`src/spf_pkg.sv`:
```
package spf_pkg;

  localparam int VALUE_W       = 14;
  localparam int EXP_W         = 4;
  localparam int DEF_MAX_VALUE = 16383;
  localparam int VALUE_TOP     = (1 << VALUE_W) - 1;

  localparam logic [EXP_W-1:0] EXP_MAX = {EXP_W{1'b1}};

  // the table never needs to reach past what the input port can carry
  function automatic int table_top(input int max_value);
    return (max_value < VALUE_TOP) ? max_value : VALUE_TOP;
  endfunction

endpackage

```
`src/spf_div.sv`:
```
module spf_div #(
  parameter int W = spf_pkg::VALUE_W
) (
  input  logic         clk,
  input  logic         rst,
  input  logic         start,
  input  logic [W-1:0] dividend,
  input  logic [W-1:0] divisor,
  output logic         done,
  output logic [W-1:0] quotient
);
  import spf_pkg::*;

  localparam int CW = $clog2(W + 1);

  logic          busy;
  logic [CW-1:0] cnt;
  logic [W-1:0]  r;
  logic [W-1:0]  q;
  logic [W-1:0]  d;
  logic [W:0]    shifted;
  logic [W:0]    trial;

  // restoring division, one quotient bit per cycle
  assign shifted  = {r, q[W-1]};
  assign trial    = shifted - {1'b0, d};
  assign quotient = q;

  always_ff @(posedge clk) begin
    if (rst) begin
      busy <= 1'b0;
      done <= 1'b0;
      cnt  <= '0;
    end else begin
      done <= 1'b0;
      if (start) begin
        busy <= 1'b1;
        cnt  <= CW'(W);
      end else if (busy) begin
        cnt <= cnt - 1'b1;
        if (cnt == CW'(1)) begin
          busy <= 1'b0;
          done <= 1'b1;
        end
      end
    end
  end

  always_ff @(posedge clk) begin
    if (start) begin
      r <= '0;
      q <= dividend;
      d <= divisor;
    end else if (busy) begin
      if (trial[W]) begin
        r <= shifted[W-1:0];
        q <= {q[W-2:0], 1'b0};
      end else begin
        r <= trial[W-1:0];
        q <= {q[W-2:0], 1'b1};
      end
    end
  end

  a_no_restart: assert property (@(posedge clk) disable iff (rst)
    start |-> !busy)
    else $error("divider started while busy");

endmodule

```
`config.mk`:
```
export PLATFORM = sky130hd
export DESIGN_NAME = spf_div
export DESIGN_NICKNAME = d
export VERILOG_FILES = /design/src/spf_pkg.sv /design/src/spf_div.sv
export SDC_FILE = /design/constraint.sdc
export NUM_CORES = 1
export LEC_CHECK = 0
export ABC_AREA = 0
export BUFFER_PORTS_ARGS = -buffer_cell sky130_fd_sc_hd__buf_4
export CORE_ASPECT_RATIO = 1.5
export CORE_UTILIZATION = 60
export CTS_CLUSTER_DIAMETER = 60
export DETAILED_ROUTE_END_ITERATION = 6
export PLACE_DENSITY = 0.85
export SYNTH_ARGS = -nofsm -noshare
export SYNTH_HDL_FRONTEND = slang
export SYNTH_SLANG_ARGS = --single-unit
```
`constraint.sdc`:
```
create_clock -name clk -period 4.6 [get_ports clk]
set_input_delay 0.23 -clock clk [delete_from_list [all_inputs] [get_ports clk]]
set_output_delay 0.23 -clock clk [all_outputs]
set_load 0.01 [all_outputs]
```
==> results.yml, run 1 <==
clock_network:
  clockRootBuffer: "clkbuf_8"
  cts_tree: "done"
  cts.sinks: 48
  h-tree-depth: 2
  postCtsSetupBuffers: 0
  cts_buffer_depth: 2
  clkTransAtPathRegs_ns: 0.10
  clkLatencyLatePin_ns: 0.31
  post_cts_resize_count: 0
  cts_buffers: 5
  cts_hold_buf: 0
sta:
  fin_crit_sh: 0.557
  fin_ws_ns: 2.04
  fmax_mhz: 390
  maxSlewHeadroom: 0.461
  skew_ns: 0.0116
  slew_viol_final: 0
  hold_viol: 0
  setup_viol: 0
  rsz0062_at_grt: "no"
  tns_ns: 0
  fin_crit_ns: 2.56
  timing.hold.ws_ns: 0.0918
  max_slew.worst_pin.slew_ns: 0.808
yosys:
  yosys.area_share.adder: 0.0826
  syn_nets: 296
  yosys-top-cells-area: "edfxtp_1 (32%), dfxtp_1 (15%), ha_1 (7.5%)"
  synth_top_family_by_area: "compound AO/OA/AOI/OAI gates"
  yosysWarnings: 0
  seq_area_frac_synth: 0.465
  synth_enable_flop_cells: 28
  synth-simple-area-share: 0.138
  yosys_register_bits: 48
  synthFlopType: "edfxtp_1"
  syn_inst: 248
  synth_area_mm2: 0.00267
  synth_xor_area_frac: 0.0394
  synth_top_cell_area_share: 0.315
  yosysUniqueCellTypes: 46
  synth_compound_area_frac: 0.143
  syn_area_per_cell_um2: 10.8
  yosys.area.top_type: "edfxtp_1"
  async_reset_ff_frac: 0
  synth.area.mux_share: 0.0849
final_layout:
  final_core_util: 0.743
  layout.cells.non_filler: 339
  areaGrowthSynthToFinish_pct: 18.2
  final_nets: 340
  diodes: 0
  drive_gt1_frac: 0.253
  final_cell_area_mm2: 0.00315
hold_path:
  min_from: "divisor[2]"
  min_path_type: "in -> reg"
  hold_depth: 1
  min_to: "d[2]$_DFFE_PP_"
pwr:
  power_density_mw_per_mm2: 376
  intPower_mw: 0.860
  swShare: 0.275
  comb_power_share: 0.250
  switching_power_mw: 0.325
  clock_power_share: 0.305
  power_mw: 1.19
  p_leak_nw: 1.34
  power_frac_seq: 0.445
  ir_worst_vdd_mv: 0.310
routing:
  drt_iter0_markers: 82
  wl_mm: 5.04
  vias_per_cell: 5.74
  drcViolationCount: 0
  wl_per_cell_um: 14.9
  ant_nets: 0
  drt_pass1_iterations: 4
  vias: 1946
outcome:
  status: "finished clean"
worst_setup_path:
  rrSetupSlack_ns: 2.04
  worstSetupPathType: "reg -> reg"
  path_max_fanout: 16
  cp_data_required_time_ns: 4.82
  reg2reg_to: "r[7]$_SDFFE_PP0P_"
  cp-start-kind: "flop"
  cp.arrival_ns: 2.78
  rr_startpoint: "quotient[13]$_DFFE_PP_"
  rr_worst_depth: 10
  cp-end-kind: "flop"
global_routing:
  grt_pass1_vias: 1928
  grt_antenna_before_repair: 0
  track_usage: 0.220
  grt_pass1_wl_mm: 8.28
  grt_overflow: 0
  grt_max_degree: 51
run:
  maxCapViolCount: 0
place:
  dp_cells: 331
  routabilityCongestion: 0.838
  dp_hpwl_mm: 3.66
  dpl_cell_area_mm2: 0.00302
  place_ws_ns: 2.05
  placement.io_buffers: 45
floorplan:
  die_area_mm2: 0.00472
  die_h_um: 83.7
  initial_core_util: 0.628
  num_rows: 29
  core_area_mm2: 0.00425
  ios: 46
  die_w_um: 56.4
## layout by cell type (no fill, tap or decap), types with 2 or more instances in the layout
cell type   n
a21o_1      5
and3_1      3
o21ai_0    11
nand4_1     2
buf_4      46
nand2_1    13
inv_1      20
nand2b_1    2
o211ai_1    2
or2_2       2
a211oi_1    9
dfxtp_1    20
a21oi_1    12
a31oi_1     2
edfxtp_1   28
nor4b_1     2
mux2i_1     8
clkbuf_8    5
o21a_1      3
nor2b_1     7
mux2_2     13
nor3_1      3
ha_1       16
xor2_1      4
o31a_1      2
nor2_1     19
nor3b_1     4
xnor2_1     8
nand4b_1    2
bufinv_16   2
nand3_1     2
## routing by layer
layer	vias up	global-route usage	part of all wire
met5	-	0	0
met4	0	0.0710	0.013
met3	7	0.0388	0.031
met2	41	0.410	0.54
met1	907	0.247	0.42
li1	991	-	-
## Yosys cell counts (8+ instances only)
| cell | count |
|---|---|
| xnor2_1 | 8 |
| nor2_1 | 19 |
| inv_1 | 20 |
| o21ai_0 | 11 |
| mux2_2 | 13 |
| ha_1 | 16 |
| a21oi_1 | 12 |
| mux2i_1 | 8 |
| dfxtp_1 | 20 |
| nand2_1 | 13 |
| a211oi_1 | 9 |
| edfxtp_1 | 28 |
## final cells by class
type / instances / area [um2]
repair buffers: 46 / 345
clock buffers: 6 / 72.6
inverters: 20 / 75.1
multi-input cells: 171 / 1300
flip-flops and latches: 48 / 1240
fillers: 300 / 1090
well taps: 46 / 57.6
clock inverters: 2 / 60.1
## power groups by stage
stage | combinational [mW] | sequential, mW | clock [mW]
after floorplan | 0.219 | 0.534 | 0
after global placement | 0.289 | 0.535 | 0
after detailed placement | 0.295 | 0.537 | 0
after CTS | 0.298 | 0.528 | 0.360
after global routing | 0.326 | 0.533 | 0.371
final | 0.296 | 0.528 | 0.361
## sequential cells by signal (all words and copies together), names as in the netlist
| register | flops |
|---|---|
| d | 14 |
| quotient | 14 |
| r | 14 |
| cnt | 4 |
| busy | 1 |
| done | 1 |
## logic make-up (layout without fill, tap and decap cells)
group / count (synthesis) / count (layout)
and+or+nand+nor: 66 / 66
AOI/OAI and AO/OA: 55 / 55
DFF: 48 / 48
buffers and inverters: 29 / 74
muxes: 21 / 21
adders and majority gates: 17 / 17
xor gates and xnor gates: 12 / 12
## how the worst max path moves through the flow
stage,from,endpoint,cells past startpoint
floorplan,quotient[13]$_DFFE_PP_,r[11]$_SDFFE_PP0P_,11
global placement,quotient[13]$_DFFE_PP_,r[7]$_SDFFE_PP0P_,10
detailed placement,quotient[13]$_DFFE_PP_,r[7]$_SDFFE_PP0P_,10
CTS,quotient[13]$_DFFE_PP_,r[7]$_SDFFE_PP0P_,10
global route,quotient[13]$_DFFE_PP_,r[7]$_SDFFE_PP0P_,10
finish,quotient[13]$_DFFE_PP_,r[7]$_SDFFE_PP0P_,10
## critical path: stages (launching register included)
cell	delay, ns
edfxtp_1	0.39
inv_1	0.06
ha_1	0.21
fa_1	0.40
nor2b_1	0.17
o31a_1	0.21
o2111ai_2	0.15
nand4_2	0.16
nand3_4	0.24
and3_1	0.27
nor4_2	0.23
Note: power is estimated with default switching activity, not from simulation.
==> run 2, diff against run 1 <==
--- a/config.mk
+++ b/config.mk
@@ -8,10 +8,10 @@
 export ABC_AREA = 0
 export BUFFER_PORTS_ARGS = -buffer_cell sky130_fd_sc_hd__buf_4
 export CORE_ASPECT_RATIO = 1.5
-export CORE_UTILIZATION = 60
+export CORE_UTILIZATION = 56
 export CTS_CLUSTER_DIAMETER = 60
 export DETAILED_ROUTE_END_ITERATION = 6
-export PLACE_DENSITY = 0.85
+export PLACE_DENSITY = 0.8
 export SYNTH_ARGS = -nofsm -noshare
 export SYNTH_HDL_FRONTEND = slang
 export SYNTH_SLANG_ARGS = --single-unit
==> constraint.sdc (replaced) <==
create_clock -name clk -period 2.4 [get_ports clk]
set_input_delay 0.12 -clock clk [delete_from_list [all_inputs] [get_ports clk]]
set_output_delay 0.12 -clock clk [all_outputs]
set_load 0.01 [all_outputs]
==> run 2 against run 1 <==
Net effect:
- routed wire length rose by 16%
- via count rose by 8.3%
- first-iteration DRC count fell by 23%
- clock skew fell by 0.00095 ns
- register-to-register slack got worse by 2.0 ns
- cell area rose by 8.8%
- clock power rose by 40%
- critical path depth did not move
==> results.yml, run 2 (synthesized netlist as in run 1, its figures left out) <==
clock_network:
  h-tree-depth: 2
  clkTransAtPathRegs_ns: 0.10
  cts_buffer_depth: 2
  cts_tree: "done"
  cts.sinks: 48
  cts_buffers: 5
  clkLatencyLatePin_ns: 0.32
  clockRootBuffer: "clkbuf_8"
final_layout:
  areaGrowthSynthToFinish_pct: 28.6
  mostFrequentLayoutCells: "buf_4 (60), edfxtp_1 (28), inv_1 (20), dfxtp_1 (20), nor2_1 (19)"
  final_common_cell: "buf_4"
  final_nets: 370
  diodes: 0
  final_core_util: 0.755
  layout.cells.non_filler: 387
  drive_gt1_frac: 0.300
  final_cell_area_mm2: 0.00343
sta:
  slew_viol_final: 0
  fin_ws_ns: 0.0293
  tns_ns: 0
  timing.hold.ws_ns: 0.0971
  hold_viol: 0
  fin_crit_sh: 0.988
  rsz0062_at_grt: "yes"
  skew_ns: 0.0107
  setup_viol: 0
  max_slew.worst_pin.slew_ns: 0.587
  fin_crit_ns: 2.37
  fmax_mhz: 422
  maxSlewHeadroom: 0.608
routing:
  ant_nets: 0
  drcViolationCount: 0
  vias_per_cell: 5.44
  drt_iter0_markers: 63
  drt_pass1_iterations: 4
  wl_per_cell_um: 15.2
  vias: 2107
  wl_mm: 5.87
worst_setup_path:
  cp_data_required_time_ns: 2.58
  rr_worst_depth: 10
  cp-end-kind: "flop"
  cp-start-kind: "flop"
  cp_slowest_stage_delay_ns: 0.40
  cp.arrival_ns: 2.55
  cp_slowest_cell: "edfxtp_1"
  worstSetupPathType: "reg -> reg"
  rrSetupSlack_ns: 0.03
  path_cells: "ha_2 -> fa_2 -> nor2b_2 -> o31a_1 -> o2111ai_2 -> a21o_1 -> nand3_4 -> buf_4 -> mux2i_2 -> a211oi_2"
  path_max_fanout: 6
global_routing:
  grt_overflow: 0
  grt_pass1_wl_mm: 9.32
  met3_usage: 0.0493
  track_usage: 0.246
  grt_use_met2: 0.469
  busiest_layer: "met2"
  grt_max_degree: 51
  grtUsageMet1: 0.250
  grt_antenna_before_repair: 0
  grt_pass1_vias: 2091
floorplan:
  die_h_um: 86.5
  core_area_mm2: 0.00454
  die_w_um: 58.4
  ios: 46
  num_rows: 30
  die_area_mm2: 0.00505
  initial_core_util: 0.587
pwr:
  clock_power_share: 0.230
  swShare: 0.310
  power_mw: 2.20
  power_density_mw_per_mm2: 642
  comb_power_share: 0.313
  p_leak_nw: 1.46
  power_frac_seq: 0.457
  intPower_mw: 1.52
  switching_power_mw: 0.683
  ir_worst_vdd_mv: 0.488
hold_path:
  hold_depth: 2
  min_path_type: "in -> reg"
place:
  dpl_cell_area_mm2: 0.00309
  placement.io_buffers: 45
  place_ws_ns: -0.0795
  dp_cells: 355
  dp_hpwl_mm: 3.78
  routabilityCongestion: 0.853
run:
  maxCapViolCount: 0
outcome:
  status: "finished clean"
## run 2: power by group through the flow
stage | combinational, mW | sequential, mW | clock, mW
2_1_floorplan | 0.419 | 1.02 | 0
3_3_place_gp | 0.579 | 1.02 | 0
3_5_place_dp | 0.593 | 1.02 | 0
4_1_cts | 0.656 | 1.00 | 0.513
5_1_grt | 0.752 | 1.02 | 0.536
6_report | 0.688 | 1.01 | 0.506
## run 2: final timing paths
path	from	endpoint
worst min register to register	r[3]$_SDFFE_PP0P_	r[3]$_SDFFE_PP0P_
worst min-delay path	dividend[5]	quotient[5]$_DFFE_PP_
worst max register to register	d[0]$_DFFE_PP_	r[2]$_SDFFE_PP0P_
worst max-delay path	d[0]$_DFFE_PP_	r[2]$_SDFFE_PP0P_
## run 2: worst max-delay path, delay by kind of cell (launching register included)
| kind | cells | cell delay (ns) |
|---|---|---|
| compound gates | 4 | 0.68 |
| fa+ha+maj | 2 | 0.55 |
| flops | 1 | 0.40 |
| simple gates | 2 | 0.24 |
| mux | 1 | 0.21 |
| buf+inv | 1 | 0.16 |
## run 2: layer usage
layer | wire, um | vias to the layer above
met3 | 263 | 13
met5 | 0 | -
li1 | - | 1049
met2 | 3260 | 45
met1 | 2190 | 1000
met4 | 151 | 0
## run 2: cell type report
cell class	count	area, um2
clock buffers	5	68.8
fillers	311	1110
repair buffers	76	612
inverters	20	75.1
clock inverters	3	21.3
flip-flops and latches	48	1240
well taps	64	80.1
multi-input cells	171	1330
## run 2: repair_timing
action | 4_1_cts | 5_1_grt
setup buffers | 6 | 3
hold buffers | 15 | 0
gates resized for setup | 4 | 5
hold endpoints to repair | 16 | 0
pin swaps | 7 | 7
endpoints found under the setup margin | 14 | 15
